**src/trs_world_matrix_compose_assert.svh**
```systemverilog
// Assertion macros for the world matrix compose block.
// Used by the top level only; expects signals named clock and reset in scope.
`ifndef TRS_WORLD_MATRIX_COMPOSE_ASSERT_SVH
`define TRS_WORLD_MATRIX_COMPOSE_ASSERT_SVH

// Same-cycle implication.
`define TWMC_ASSERT_NOW(name, pre, post, msg) \
   name: assert property (@(posedge clock) disable iff (reset) (pre) |-> (post)) \
      else $error(msg);

// Next-cycle implication.
`define TWMC_ASSERT_NEXT(name, pre, post, msg) \
   name: assert property (@(posedge clock) disable iff (reset) (pre) |=> (post)) \
      else $error(msg);

`endif

```
**src/twmc_pkg.sv**
```systemverilog
// Shared constants, types and tables for the world matrix compose block.
// No dependencies.
`default_nettype none

package twmc_pkg;

   localparam int WORD_W = 32;
   localparam int FRAC_BITS = 16;
   localparam int Q30_SHIFT = 30 - FRAC_BITS;

   localparam int RED_W = 48;
   localparam int CRD_W = 36;
   localparam int CORDIC_STEPS = 24;

   localparam logic signed [WORD_W-1:0] WORD_MAX = {1'b0, {(WORD_W-1){1'b1}}};
   localparam logic signed [WORD_W-1:0] WORD_MIN = {1'b1, {(WORD_W-1){1'b0}}};
   localparam logic signed [WORD_W-1:0] ONE_Q = WORD_W'(1 << FRAC_BITS);

   localparam logic signed [RED_W-1:0] Q30_TWO_PI = 48'sd6746518852;
   localparam logic signed [RED_W-1:0] Q30_PI = 48'sd3373259426;
   localparam logic signed [RED_W-1:0] Q30_HALF_PI = 48'sd1686629713;
   localparam logic signed [CRD_W-1:0] Q30_GAIN = 36'sd652032874;

   localparam logic [1:0] CMD_LOAD = 2'd0;
   localparam logic [1:0] CMD_CHILD = 2'd1;
   localparam logic [1:0] CMD_ROOT = 2'd2;
   localparam logic [1:0] CMD_SKIP = 2'd3;

   typedef logic signed [WORD_W-1:0] word_type;

   typedef struct packed {
      logic     done;
      word_type sin_v;
      word_type cos_v;
   } cordic_out_type;

   typedef struct packed {
      logic     done;
      word_type prod;
   } mul_out_type;

   function automatic logic signed [CRD_W-1:0] atan_q30(input logic [4:0] i);
      logic signed [CRD_W-1:0] v;
      case (i)
         5'd0:    v = 36'sd843314857;
         5'd1:    v = 36'sd497837829;
         5'd2:    v = 36'sd263043837;
         5'd3:    v = 36'sd133525159;
         5'd4:    v = 36'sd67021687;
         5'd5:    v = 36'sd33543516;
         5'd6:    v = 36'sd16775851;
         5'd7:    v = 36'sd8388437;
         5'd8:    v = 36'sd4194283;
         5'd9:    v = 36'sd2097149;
         5'd10:   v = 36'sd1048576;
         5'd11:   v = 36'sd524288;
         5'd12:   v = 36'sd262144;
         5'd13:   v = 36'sd131072;
         5'd14:   v = 36'sd65536;
         5'd15:   v = 36'sd32768;
         5'd16:   v = 36'sd16384;
         5'd17:   v = 36'sd8192;
         5'd18:   v = 36'sd4096;
         5'd19:   v = 36'sd2048;
         5'd20:   v = 36'sd1024;
         5'd21:   v = 36'sd512;
         5'd22:   v = 36'sd256;
         5'd23:   v = 36'sd128;
         default: v = '0;
      endcase
      return v;
   endfunction

endpackage

`default_nettype wire

```
**src/twmc_cordic.sv**
```systemverilog
// Sine and cosine unit: restoring modulo-2pi reduction, fold, 24 CORDIC steps.
// Depends on twmc_pkg.
`default_nettype none

module twmc_cordic (
   input  wire                     clock,
   input  wire                     reset,
   input  wire                     start,
   input  wire twmc_pkg::word_type angle,
   output twmc_pkg::cordic_out_type result
);
   import twmc_pkg::*;

   localparam logic [2:0] C_IDLE = 3'd0;
   localparam logic [2:0] C_RED  = 3'd1;
   localparam logic [2:0] C_FIX  = 3'd2;
   localparam logic [2:0] C_WRAP = 3'd3;
   localparam logic [2:0] C_FOLD = 3'd4;
   localparam logic [2:0] C_ITER = 3'd5;
   localparam logic [2:0] C_DONE = 3'd6;

   logic [2:0] state_ff, state_in;
   logic [3:0] k_ff, k_in;
   logic [4:0] i_ff, i_in;
   logic zneg_ff, zneg_in, flip_ff, flip_in;
   logic signed [RED_W-1:0] rem_ff, rem_in;
   logic signed [CRD_W-1:0] x_ff, x_in, y_ff, y_in, z_ff, z_in;

   logic signed [RED_W-1:0] z_full, lim, folded;
   logic signed [CRD_W-1:0] dx, dy, xf, yf, xr, yr;

   always_comb begin
      state_in = state_ff;
      k_in = k_ff;
      i_in = i_ff;
      zneg_in = zneg_ff;
      flip_in = flip_ff;
      rem_in = rem_ff;
      x_in = x_ff;
      y_in = y_ff;
      z_in = z_ff;
      z_full = {{(RED_W-WORD_W-Q30_SHIFT){angle[WORD_W-1]}}, angle, {Q30_SHIFT{1'b0}}};
      lim = Q30_TWO_PI <<< k_ff;
      folded = rem_ff;
      dx = y_ff >>> i_ff;
      dy = x_ff >>> i_ff;
      unique case (state_ff)
         C_IDLE: begin
            if (start) begin
               zneg_in = angle[WORD_W-1];
               rem_in = angle[WORD_W-1] ? -z_full : z_full;
               k_in = 4'd13;
               state_in = C_RED;
            end
         end
         C_RED: begin
            if (rem_ff >= lim) rem_in = rem_ff - lim;
            if (k_ff == 4'd0) state_in = C_FIX;
            else k_in = k_ff - 4'd1;
         end
         C_FIX: begin
            if (zneg_ff && rem_ff != '0) rem_in = Q30_TWO_PI - rem_ff;
            state_in = C_WRAP;
         end
         C_WRAP: begin
            if (rem_ff >= Q30_PI) rem_in = rem_ff - Q30_TWO_PI;
            state_in = C_FOLD;
         end
         C_FOLD: begin
            flip_in = 1'b0;
            if (rem_ff > Q30_HALF_PI) begin
               folded = rem_ff - Q30_PI;
               flip_in = 1'b1;
            end else if (rem_ff < -Q30_HALF_PI) begin
               folded = rem_ff + Q30_PI;
               flip_in = 1'b1;
            end
            z_in = folded[CRD_W-1:0];
            x_in = Q30_GAIN;
            y_in = '0;
            i_in = '0;
            state_in = C_ITER;
         end
         C_ITER: begin
            if (!z_ff[CRD_W-1]) begin
               x_in = x_ff - dx;
               y_in = y_ff + dy;
               z_in = z_ff - atan_q30(i_ff);
            end else begin
               x_in = x_ff + dx;
               y_in = y_ff - dy;
               z_in = z_ff + atan_q30(i_ff);
            end
            if (i_ff == 5'(CORDIC_STEPS - 1)) state_in = C_DONE;
            else i_in = i_ff + 5'd1;
         end
         C_DONE: state_in = C_IDLE;
         default: state_in = C_IDLE;
      endcase
   end

   always_ff @(posedge clock) begin
      if (reset) begin
         state_ff <= C_IDLE;
      end else begin
         state_ff <= state_in;
      end
      k_ff <= k_in;
      i_ff <= i_in;
      zneg_ff <= zneg_in;
      flip_ff <= flip_in;
      rem_ff <= rem_in;
      x_ff <= x_in;
      y_ff <= y_in;
      z_ff <= z_in;
   end

   // half-LSB round then floor shift down to the output fraction
   always_comb begin
      xf = flip_ff ? -x_ff : x_ff;
      yf = flip_ff ? -y_ff : y_ff;
      xr = xf + CRD_W'(1 << (Q30_SHIFT - 1));
      yr = yf + CRD_W'(1 << (Q30_SHIFT - 1));
      result.done = (state_ff == C_DONE);
      result.cos_v = {{(WORD_W-CRD_W+Q30_SHIFT){xr[CRD_W-1]}}, xr[CRD_W-1:Q30_SHIFT]};
      result.sin_v = {{(WORD_W-CRD_W+Q30_SHIFT){yr[CRD_W-1]}}, yr[CRD_W-1:Q30_SHIFT]};
   end

endmodule

`default_nettype wire

```
**src/twmc_mul.sv**
```systemverilog
// Bit-serial signed fractional multiplier with rounding and saturation.
// Depends on twmc_pkg.
`default_nettype none

module twmc_mul (
   input  wire                     clock,
   input  wire                     reset,
   input  wire                     start,
   input  wire twmc_pkg::word_type a,
   input  wire twmc_pkg::word_type b,
   output twmc_pkg::mul_out_type   result
);
   import twmc_pkg::*;

   localparam logic [1:0] M_IDLE = 2'd0;
   localparam logic [1:0] M_RUN  = 2'd1;
   localparam logic [1:0] M_FIN  = 2'd2;
   localparam int CNT_W = $clog2(WORD_W);
   localparam int PROD_W = 2 * WORD_W;
   localparam int MAG_W = PROD_W + 1 - FRAC_BITS;

   logic [1:0] state_ff, state_in;
   logic [CNT_W-1:0] cnt_ff, cnt_in;
   logic neg_ff, neg_in, done_ff, done_in;
   logic [WORD_W-1:0] ua_ff, ua_in, ub_ff, ub_in, hi_ff, hi_in, lo_ff, lo_in;
   word_type prod_ff, prod_in;

   logic [WORD_W:0] sum;
   logic [PROD_W:0] rnd;
   logic [MAG_W-1:0] mag;
   logic over;

   always_comb begin
      state_in = state_ff;
      cnt_in = cnt_ff;
      neg_in = neg_ff;
      ua_in = ua_ff;
      ub_in = ub_ff;
      hi_in = hi_ff;
      lo_in = lo_ff;
      prod_in = prod_ff;
      done_in = 1'b0;
      sum = {1'b0, hi_ff} + {1'b0, (ub_ff[0] ? ua_ff : '0)};
      rnd = {1'b0, hi_ff, lo_ff} + (PROD_W+1)'(1 << (FRAC_BITS - 1));
      mag = rnd[PROD_W:FRAC_BITS];
      over = |mag[MAG_W-1:WORD_W-1];
      unique case (state_ff)
         M_IDLE: begin
            if (start) begin
               neg_in = a[WORD_W-1] ^ b[WORD_W-1];
               ua_in = a[WORD_W-1] ? WORD_W'(-a) : a;
               ub_in = b[WORD_W-1] ? WORD_W'(-b) : b;
               hi_in = '0;
               lo_in = '0;
               cnt_in = '0;
               state_in = M_RUN;
            end
         end
         M_RUN: begin
            hi_in = sum[WORD_W:1];
            lo_in = {sum[0], lo_ff[WORD_W-1:1]};
            ub_in = ub_ff >> 1;
            if (cnt_ff == CNT_W'(WORD_W - 1)) state_in = M_FIN;
            else cnt_in = cnt_ff + 1'b1;
         end
         M_FIN: begin
            if (!neg_ff) prod_in = over ? WORD_MAX : mag[WORD_W-1:0];
            else prod_in = over ? WORD_MIN : -mag[WORD_W-1:0];
            done_in = 1'b1;
            state_in = M_IDLE;
         end
         default: state_in = M_IDLE;
      endcase
   end

   always_ff @(posedge clock) begin
      if (reset) begin
         state_ff <= M_IDLE;
         done_ff <= 1'b0;
      end else begin
         state_ff <= state_in;
         done_ff <= done_in;
      end
      cnt_ff <= cnt_in;
      neg_ff <= neg_in;
      ua_ff <= ua_in;
      ub_ff <= ub_in;
      hi_ff <= hi_in;
      lo_ff <= lo_in;
      prod_ff <= prod_in;
   end

   assign result.done = done_ff;
   assign result.prod = prod_ff;

endmodule

`default_nettype wire

```
**src/trs_world_matrix_compose.sv**
```systemverilog
// World matrix compose: local = T * Rz * Ry * Rx * S, world = parent * local.
// Load and skip requests leave the block idle. An update runs the CORDIC for
// the three angles, one after another, then each product in turn on the shared
// bit-serial multiplier: 64 products per matrix product, 4 (root) or 5 (child).
// Requests stall from the start of an update until its last element is taken.
// Synchronous active-high reset: parent matrix to identity, load position to 0.
`default_nettype none

module trs_world_matrix_compose (
   input  wire                     clock,
   input  wire                     reset,
   input  wire                     req_valid,
   output logic                    req_stall,
   input  wire [1:0]               req_cmd,
   input  wire twmc_pkg::word_type req_parent_element,
   input  wire twmc_pkg::word_type req_pos_x,
   input  wire twmc_pkg::word_type req_pos_y,
   input  wire twmc_pkg::word_type req_pos_z,
   input  wire twmc_pkg::word_type req_rot_x,
   input  wire twmc_pkg::word_type req_rot_y,
   input  wire twmc_pkg::word_type req_rot_z,
   input  wire twmc_pkg::word_type req_scale_x,
   input  wire twmc_pkg::word_type req_scale_y,
   input  wire twmc_pkg::word_type req_scale_z,
   output logic                    rsp_valid,
   input  wire                     rsp_stall,
   output logic [3:0]              rsp_elem_index,
   output twmc_pkg::word_type      rsp_elem_value,
   output logic                    rsp_last_element
);
   import twmc_pkg::*;
   `include "trs_world_matrix_compose_assert.svh"

   // sequencer states
   localparam logic [2:0] S_IDLE   = 3'd0;
   localparam logic [2:0] S_ASTART = 3'd1;
   localparam logic [2:0] S_AWAIT  = 3'd2;
   localparam logic [2:0] S_MSTART = 3'd3;
   localparam logic [2:0] S_MWAIT  = 3'd4;
   localparam logic [2:0] S_COPY   = 3'd5;
   localparam logic [2:0] S_OUT    = 3'd6;

   // operand matrix kinds
   localparam logic [2:0] K_RX = 3'd0;
   localparam logic [2:0] K_RY = 3'd1;
   localparam logic [2:0] K_RZ = 3'd2;
   localparam logic [2:0] K_SC = 3'd3;
   localparam logic [2:0] K_TR = 3'd4;

   // product steps, in order of evaluation
   localparam logic [2:0] P_RYRX   = 3'd0;
   localparam logic [2:0] P_RZ     = 3'd1;
   localparam logic [2:0] P_SCALE  = 3'd2;
   localparam logic [2:0] P_TRANS  = 3'd3;
   localparam logic [2:0] P_PARENT = 3'd4;

   logic [2:0] state_ff, state_in;
   logic [2:0] step_ff, step_in;
   logic [3:0] elem_ff, elem_in, load_pos_ff, load_pos_in, out_idx_ff, out_idx_in;
   logic [1:0] k_ff, k_in, ang_ff, ang_in, cmd_ff, cmd_in;
   logic rsp_valid_ff, rsp_valid_in;
   word_type acc_ff, acc_in;

   word_type parent_ff [16];
   word_type work_ff [16];
   word_type temp_ff [16];
   word_type sin_ff [3];
   word_type cos_ff [3];
   word_type pos_ff [3];
   word_type scl_ff [3];
   word_type rot_ff [3];

   logic cordic_start, mul_start;
   cordic_out_type cordic_out;
   mul_out_type mul_out;
   word_type op_l, op_r, acc_sum;
   logic [3:0] l_idx, r_idx;
   logic [2:0] last_step;
   logic req_take, rsp_take;

   // element of one of the factor matrices, identity where not overridden
   function automatic word_type build(input logic [2:0] kind, input logic [3:0] idx,
                                      input word_type s, input word_type c,
                                      input word_type f0, input word_type f1,
                                      input word_type f2);
      word_type v;
      v = (idx == 4'd0 || idx == 4'd5 || idx == 4'd10 || idx == 4'd15) ? ONE_Q : '0;
      unique case (kind)
         K_RX: begin
            if (idx == 4'd5 || idx == 4'd10) v = c;
            if (idx == 4'd6) v = -s;
            if (idx == 4'd9) v = s;
         end
         K_RY: begin
            if (idx == 4'd0 || idx == 4'd10) v = c;
            if (idx == 4'd2) v = s;
            if (idx == 4'd8) v = -s;
         end
         K_RZ: begin
            if (idx == 4'd0 || idx == 4'd5) v = c;
            if (idx == 4'd1) v = -s;
            if (idx == 4'd4) v = s;
         end
         K_SC: begin
            if (idx == 4'd0) v = f0;
            if (idx == 4'd5) v = f1;
            if (idx == 4'd10) v = f2;
         end
         K_TR: begin
            if (idx == 4'd3) v = f0;
            if (idx == 4'd7) v = f1;
            if (idx == 4'd11) v = f2;
         end
         default: v = '0;
      endcase
      return v;
   endfunction

   function automatic word_type sat_add(input word_type x, input word_type y);
      logic [WORD_W:0] s;
      s = {x[WORD_W-1], x} + {y[WORD_W-1], y};
      if (s[WORD_W] != s[WORD_W-1]) return s[WORD_W] ? WORD_MIN : WORD_MAX;
      return s[WORD_W-1:0];
   endfunction

   // operands of the current product: left[row][k] times right[k][col]
   always_comb begin
      l_idx = {elem_ff[3:2], k_ff};
      r_idx = {k_ff, elem_ff[1:0]};
      op_l = work_ff[l_idx];
      op_r = work_ff[r_idx];
      case (step_ff)
         P_RYRX: begin
            op_l = build(K_RY, l_idx, sin_ff[1], cos_ff[1], '0, '0, '0);
            op_r = build(K_RX, r_idx, sin_ff[0], cos_ff[0], '0, '0, '0);
         end
         P_RZ: op_l = build(K_RZ, l_idx, sin_ff[2], cos_ff[2], '0, '0, '0);
         P_SCALE: op_r = build(K_SC, r_idx, '0, '0, scl_ff[0], scl_ff[1], scl_ff[2]);
         P_TRANS: op_l = build(K_TR, l_idx, '0, '0, pos_ff[0], pos_ff[1], pos_ff[2]);
         P_PARENT: op_l = parent_ff[l_idx];
         default: op_l = work_ff[l_idx];
      endcase
   end

   twmc_cordic u_cordic (
      .clock  (clock),
      .reset  (reset),
      .start  (cordic_start),
      .angle  (rot_ff[ang_ff]),
      .result (cordic_out)
   );

   twmc_mul u_mul (
      .clock  (clock),
      .reset  (reset),
      .start  (mul_start),
      .a      (op_l),
      .b      (op_r),
      .result (mul_out)
   );

   assign req_stall = (state_ff != S_IDLE);
   assign req_take = req_valid && !req_stall;
   assign rsp_take = rsp_valid_ff && !rsp_stall;
   assign cordic_start = (state_ff == S_ASTART);
   assign mul_start = (state_ff == S_MSTART);
   assign last_step = (cmd_ff == CMD_CHILD) ? P_PARENT : P_TRANS;
   // first term of each element starts from zero
   assign acc_sum = sat_add((k_ff == 2'd0) ? '0 : acc_ff, mul_out.prod);

   always_comb begin
      state_in = state_ff;
      step_in = step_ff;
      elem_in = elem_ff;
      k_in = k_ff;
      ang_in = ang_ff;
      cmd_in = cmd_ff;
      load_pos_in = load_pos_ff;
      out_idx_in = out_idx_ff;
      rsp_valid_in = rsp_valid_ff;
      acc_in = acc_ff;
      unique case (state_ff)
         S_IDLE: begin
            if (req_take) begin
               cmd_in = req_cmd;
               unique case (req_cmd)
                  CMD_LOAD: load_pos_in = load_pos_ff + 4'd1;
                  CMD_CHILD, CMD_ROOT: begin
                     ang_in = 2'd0;
                     state_in = S_ASTART;
                  end
                  CMD_SKIP: state_in = S_IDLE;
                  default: state_in = S_IDLE;
               endcase
            end
         end
         S_ASTART: state_in = S_AWAIT;
         S_AWAIT: begin
            if (cordic_out.done) begin
               if (ang_ff == 2'd2) begin
                  step_in = P_RYRX;
                  elem_in = '0;
                  k_in = '0;
                  state_in = S_MSTART;
               end else begin
                  ang_in = ang_ff + 2'd1;
                  state_in = S_ASTART;
               end
            end
         end
         S_MSTART: state_in = S_MWAIT;
         S_MWAIT: begin
            if (mul_out.done) begin
               acc_in = acc_sum;
               state_in = S_MSTART;
               if (k_ff == 2'd3) begin
                  k_in = '0;
                  if (elem_ff == 4'd15) state_in = S_COPY;
                  else elem_in = elem_ff + 4'd1;
               end else begin
                  k_in = k_ff + 2'd1;
               end
            end
         end
         S_COPY: begin
            elem_in = '0;
            if (step_ff == last_step) begin
               out_idx_in = '0;
               rsp_valid_in = 1'b1;
               state_in = S_OUT;
            end else begin
               step_in = step_ff + 3'd1;
               state_in = S_MSTART;
            end
         end
         S_OUT: begin
            if (rsp_take) begin
               if (out_idx_ff == 4'd15) begin
                  rsp_valid_in = 1'b0;
                  state_in = S_IDLE;
               end else begin
                  out_idx_in = out_idx_ff + 4'd1;
               end
            end
         end
         default: state_in = S_IDLE;
      endcase
   end

   always_ff @(posedge clock) begin
      if (reset) begin
         state_ff <= S_IDLE;
         load_pos_ff <= '0;
         rsp_valid_ff <= 1'b0;
         for (int i = 0; i < 16; i++) begin
            parent_ff[i] <= (i % 5 == 0) ? ONE_Q : '0;
         end
      end else begin
         state_ff <= state_in;
         load_pos_ff <= load_pos_in;
         rsp_valid_ff <= rsp_valid_in;
         if (req_take && req_cmd == CMD_LOAD) parent_ff[load_pos_ff] <= req_parent_element;
      end
      step_ff <= step_in;
      elem_ff <= elem_in;
      k_ff <= k_in;
      ang_ff <= ang_in;
      cmd_ff <= cmd_in;
      out_idx_ff <= out_idx_in;
      acc_ff <= acc_in;
      if (req_take) begin
         pos_ff[0] <= req_pos_x;
         pos_ff[1] <= req_pos_y;
         pos_ff[2] <= req_pos_z;
         rot_ff[0] <= req_rot_x;
         rot_ff[1] <= req_rot_y;
         rot_ff[2] <= req_rot_z;
         scl_ff[0] <= req_scale_x;
         scl_ff[1] <= req_scale_y;
         scl_ff[2] <= req_scale_z;
      end
      if (state_ff == S_AWAIT && cordic_out.done) begin
         sin_ff[ang_ff] <= cordic_out.sin_v;
         cos_ff[ang_ff] <= cordic_out.cos_v;
      end
      if (state_ff == S_MWAIT && mul_out.done && k_ff == 2'd3) temp_ff[elem_ff] <= acc_sum;
      if (state_ff == S_COPY) work_ff <= temp_ff;
   end

   assign rsp_valid = rsp_valid_ff;
   assign rsp_elem_index = out_idx_ff;
   assign rsp_elem_value = work_ff[out_idx_ff];
   assign rsp_last_element = (out_idx_ff == 4'd15);

   // no new request while a matrix is being delivered
   `TWMC_ASSERT_NOW(a_rsp_holds_req, rsp_valid, req_stall, "request taken during output")
   // the last element closes the burst
   `TWMC_ASSERT_NEXT(a_last_ends, rsp_take && rsp_last_element, !rsp_valid,
                     "output continued past last element")
   // multiplier results only arrive while the sequencer waits for them
   `TWMC_ASSERT_NOW(a_mul_done_wait, mul_out.done, state_ff == S_MWAIT,
                    "multiplier result outside wait state")

endmodule

`default_nettype wire
```
**config.mk**
```make
export PLATFORM = sky130hd
export DESIGN_NAME = trs_world_matrix_compose
export DESIGN_NICKNAME = d
export VERILOG_FILES = /design/src/twmc_pkg.sv /design/src/twmc_cordic.sv /design/src/twmc_mul.sv /design/src/trs_world_matrix_compose.sv
export VERILOG_INCLUDE_DIRS = /design/src /design/src/src
export SDC_FILE = /design/constraint.sdc
export NUM_CORES = 2
export LEC_CHECK = 0
export BUFFER_PORTS_ARGS = -buffer_cell sky130_fd_sc_hd__clkbuf_2
export CORE_MARGIN = 4
export CORE_UTILIZATION = 50
export DETAILED_ROUTE_END_ITERATION = 16
export GPL_TIMING_DRIVEN = 0
export PLACE_DENSITY = 0.67
export REMOVE_ABC_BUFFERS = 1
export SYNTH_ARGS = -nofsm -noshare
export SYNTH_HDL_FRONTEND = slang
export SYNTH_SLANG_ARGS = --single-unit
```
**constraint.sdc**
```tcl
create_clock -name clock -period 27.4 [get_ports clock]
set_input_delay 4.11 -clock clock [delete_from_list [all_inputs] [get_ports clock]]
set_output_delay 4.11 -clock clock [all_outputs]
set_load 0.02 [all_outputs]
```
==> results.py <==
metrics = {
    "critical_path": {
        "cp.required_ps": 27920,
        "timing.reg2reg.setup_slack_ps": 17710,
        "cp_slowest_stage_delay_ps": 1200,
        "crit_path_start": "k_ff[0]$_SDFFCE_PN0P_",
        "r2r_end": "acc_ff[4]$_DFFE_PP_",
        "arrival_ps": 10210,
        "critPathMostFrequentCell": "buf_16",
        "path_buf_inv": 11,
        "reg2regPathDepth": 25,
        "worst-setup-path-type": "reg -> reg",
        "critical_path_peak_fanout": 68,
        "startpoint_type": "flip-flop",
        "cp_top_family": "compound AO/OA/AOI/OAI gates",
        "cp-endpoint": "acc_ff[4]$_DFFE_PP_",
        "r2r-start": "k_ff[0]$_SDFFCE_PN0P_",
        "cp_slowest_cell": "a21oi_1",
        "worst-path-stages": 25,
        "end_kind": "flip-flop",
    },
    "yosys": {
        "netlist_area_sq_um": 129000,
        "ys.flop_type": "edfxtp_1",
        "synth_warnings": 0,
        "ys_async_sr_fraction_pct": 0,
        "synth_cell_types": 103,
        "ys_seq_area_share_pct": 55.0,
        "synth.top_cell.area_share_pct": 54.3,
        "synthCells": 10000,
        "yosys-top-cells-area": "edfxtp_1 54%, mux4_2 11%, and2_1 3.0%, ha_1 2.7%, a21oi_1 2.2%",
        "synth_seq_cells": 2369,
        "synth_area_leader_cell": "edfxtp_1",
        "syn_area_per_cell_sq_um": 12.8,
        "synth_edf_count": 2323,
    },
    "clocking": {
        "clk_latency_ps": 980,
        "cts.sinks": 2369,
        "cts_buffer_depth": 4,
        "cts-htree-levels": 5,
        "cts-root-buf": "clkbuf_16",
        "cts_resized": 0,
        "cts_tree": "built",
        "clk_pin_slew_worst_paths_ps": 60,
        "post_cts_buffers": 0,
        "cts_made_buffers": 277,
        "holdBufCountCts": 0,
    },
    "timing": {
        "worst_slew_pin_slew_ps": 1540,
        "layout_setup_ws_ps": 17710,
        "setup_viol": 0,
        "hold_viol": 0,
        "period_share_pct": 35.4,
        "fin_crit_ps": 9690,
        "slew_headroom_pct": -3.66,
        "fmax_mhz": 103,
        "tns_ps": 0,
        "clock_skew_ps": 110,
        "rsz0062_at_grt": "no",
        "drv_slew": 5,
    },
    "detailed_routing": {
        "firstDrtPassIters": 6,
        "drt_iter0_drc": 12200,
        "drc": 0,
        "antenna_left": 0,
        "viasPerCell": 6.61,
        "wire_per_inst_um": 29.7,
        "vias": 91500,
        "routed_wirelength_um": 412000,
    },
    "die": {
        "core_sq_um": 255000,
        "die-area_sq_um": 265000,
        "rows": 185,
        "die_y_um": 515,
        "die_w_um": 515,
        "initial_utilization_pct": 50.4,
        "io_pins": 365,
    },
    "layout": {
        "area_delta_synth_final_pct": 14.6,
        "layout.nets": 10900,
        "fill_cells": 19600,
        "final_layout_size_suffix_gt1_share_pct": 18.2,
    },
    "outcome": {
        "violations": "capacitance limit, slew limit",
        "status": "finished, violations left",
    },
    "global_routing": {
        "grt-ovfl-total": 0,
        "grt_max_degree": 141,
        "grt_pass1_vias": 89100,
        "antenna_found_initial": 30,
        "grt_usage_pct": 30.5,
        "grt_first_pass_wirelength_um": 599000,
    },
    "job": {
        "maxCapViolations": 1,
    },
    "hold_path": {
        "hold_depth": 0,
        "hold_class": "reg -> reg",
    },
    "power": {
        "p_total_w": 0.0101,
        "powerDensity_nw_per_um2": 68.3,
        "leakage_nw": 51.0,
        "ir_worst_vdd_v": 0.0000736,
    },
    "place": {
        "hpwl_um": 287000,
        "gp_congestion": 0.945,
        "port_buffers": 364,
        "dp_slack_ps": 17600,
    },
}
logic make-up (layout without fill, tap and decap cells):
family	Yosys count	in the layout	synth area share [%]
simple gates	2948	2948	11.8
flops	2369	2369	55.0
compound gates	2136	2136	10.8
mux	892	892	13.2
buf+inv	852	1281	2.63
xor+xnor	543	543	3.70
fa+ha+maj	293	293	2.86
other cells	0	20	0
worst min path at each step:
stage                                         to                   start
final                     work_ff[419]$_DFFE_PP_  temp_ff[419]$_DFFE_PP_
after global routing      work_ff[352]$_DFFE_PP_  temp_ff[352]$_DFFE_PP_
after CTS                 work_ff[419]$_DFFE_PP_  temp_ff[419]$_DFFE_PP_
after detailed placement    work_ff[0]$_DFFE_PP_    temp_ff[0]$_DFFE_PP_
after global placement      work_ff[5]$_DFFE_PP_    temp_ff[5]$_DFFE_PP_
after floorplan             work_ff[0]$_DFFE_PP_    temp_ff[0]$_DFFE_PP_
where the power goes:
group,internal [W],switching [W]
clock,0.00221,0.00149
combinational,0.000747,0.00120
sequential,0.00417,0.000247
total,0.00713,0.00293
registers in the layout, summed over array words and instances (netlist names), 5 cells and up, named ones only:
signal           count
u_cordic.rem_ff     48
u_mul.hi_ff         32
u_cordic.z_ff       36
u_cordic.y_ff       36
u_mul.prod_ff       32
u_mul.ub_ff         32
rot_ff              96
u_cordic.x_ff       36
acc_ff              32
parent_ff          512
u_cordic.i_ff        5
cos_ff              66
scl_ff              96
pos_ff              96
u_mul.lo_ff         17
sin_ff              66
u_mul.cnt_ff         5
temp_ff            512
work_ff            512
u_mul.ua_ff         32
area by class of cell:
type	instances	area, sq um	area share [%]
flip-flops and latches	2369	70700	48.0
multi-input cells	6812	55000	37.3
repair buffers	622	7740	5.26
clock buffers	328	7250	4.92
well taps	3366	4210	2.86
clock inverters	142	1650	1.12
inverters	189	732	0.497
diodes	20	50.0	0.0340
per-stage QoR:
step	utilization [%]	cells	hold slack, ps	cell area (sq um)
floorplan	-	9370	400	126000
global placement	51.7	13100	400	132000
detailed placement	54.3	13400	405	138000
CTS	57.7	13800	376	147000
global route	57.8	13800	389	147000
finish	57.8	13800	377	147000
cell usage in the layout (no fill, tap or decap), types with 43 or more instances in the layout:
cell / instances
o211ai_1: 59
nor2b_1: 117
ha_1: 274
nor3_1: 171
xor2_1: 262
nor4_1: 65
nand4_1: 75
and2_1: 620
or2_2: 57
o21ai_0: 444
a31oi_1: 109
nor2_1: 617
a221oi_1: 48
inv_1: 178
mux2i_1: 184
and3_1: 87
a211oi_1: 66
o21a_1: 51
clkbuf_2: 364
nand2b_1: 80
a22oi_1: 91
a21o_1: 122
buf_16: 164
nand3_1: 162
xnor2_1: 280
mux4_2: 638
o22ai_1: 71
or3_1: 57
dfxtp_1: 44
clkbuf_16: 281
mux2_2: 69
clkinv_1: 58
edfxtp_1: 2323
nand2_1: 630
clkbuf_1: 43
a21oi_1: 557
cell usage after synthesis (all sizes together), types with 19 or more instances:
library cell	n
a211oi	67
a21boi	28
a21o	122
a21oi	574
a221oi	48
a22o	33
a22oi	91
a2bb2oi	20
a31oi	109
a41oi	19
and2	627
and3	90
buf	176
clkbuf	487
dfxtp	46
edfxtp	2323
ha	277
inv	184
mux2	69
mux2i	185
mux4	638
nand2	633
nand2b	84
nand3	162
nand4	75
nor2	646
nor2b	121
nor3	179
nor3b	27
nor4	69
o211ai	59
o21a	51
o21ai	475
o21bai	40
o221ai	40
o22ai	72
o31ai	38
or2	59
or3	58
or4	31
xnor2	281
xor2	262
metal layers:
| metal | track usage (%) | routed length [um] | vias up |
|---|---|---|---|
| met5 | 0 | 167 | - |
| met4 | 13.8 | 21200 | 22 |
| met3 | 7.48 | 44600 | 1019 |
| met2 | 48.3 | 192000 | 5557 |
| met1 | 39.8 | 154000 | 45500 |
| li1 | - | - | 39400 |
worst reg2reg max path: stages (launching register included):
cell and delay [ps]:
edfxtp_1 530, buf_16 230, buf_16 180, buf_16 180
buf_16 170, buf_16 180, buf_16 180, inv_4 180
buf_16 330, ha_4 440, buf_16 310, inv_1 410
nand2_1 310, inv_1 80, ha_1 300, a211oi_1 80
o21ai_0 290, nand3_1 170, a21oi_1 280, o221ai_1 320
o311a_1 450, o21ai_0 350, a31oi_1 160, xnor2_1 900
nand2_1 1070, a21oi_1 1210
(Power assumes the default switching activity.)
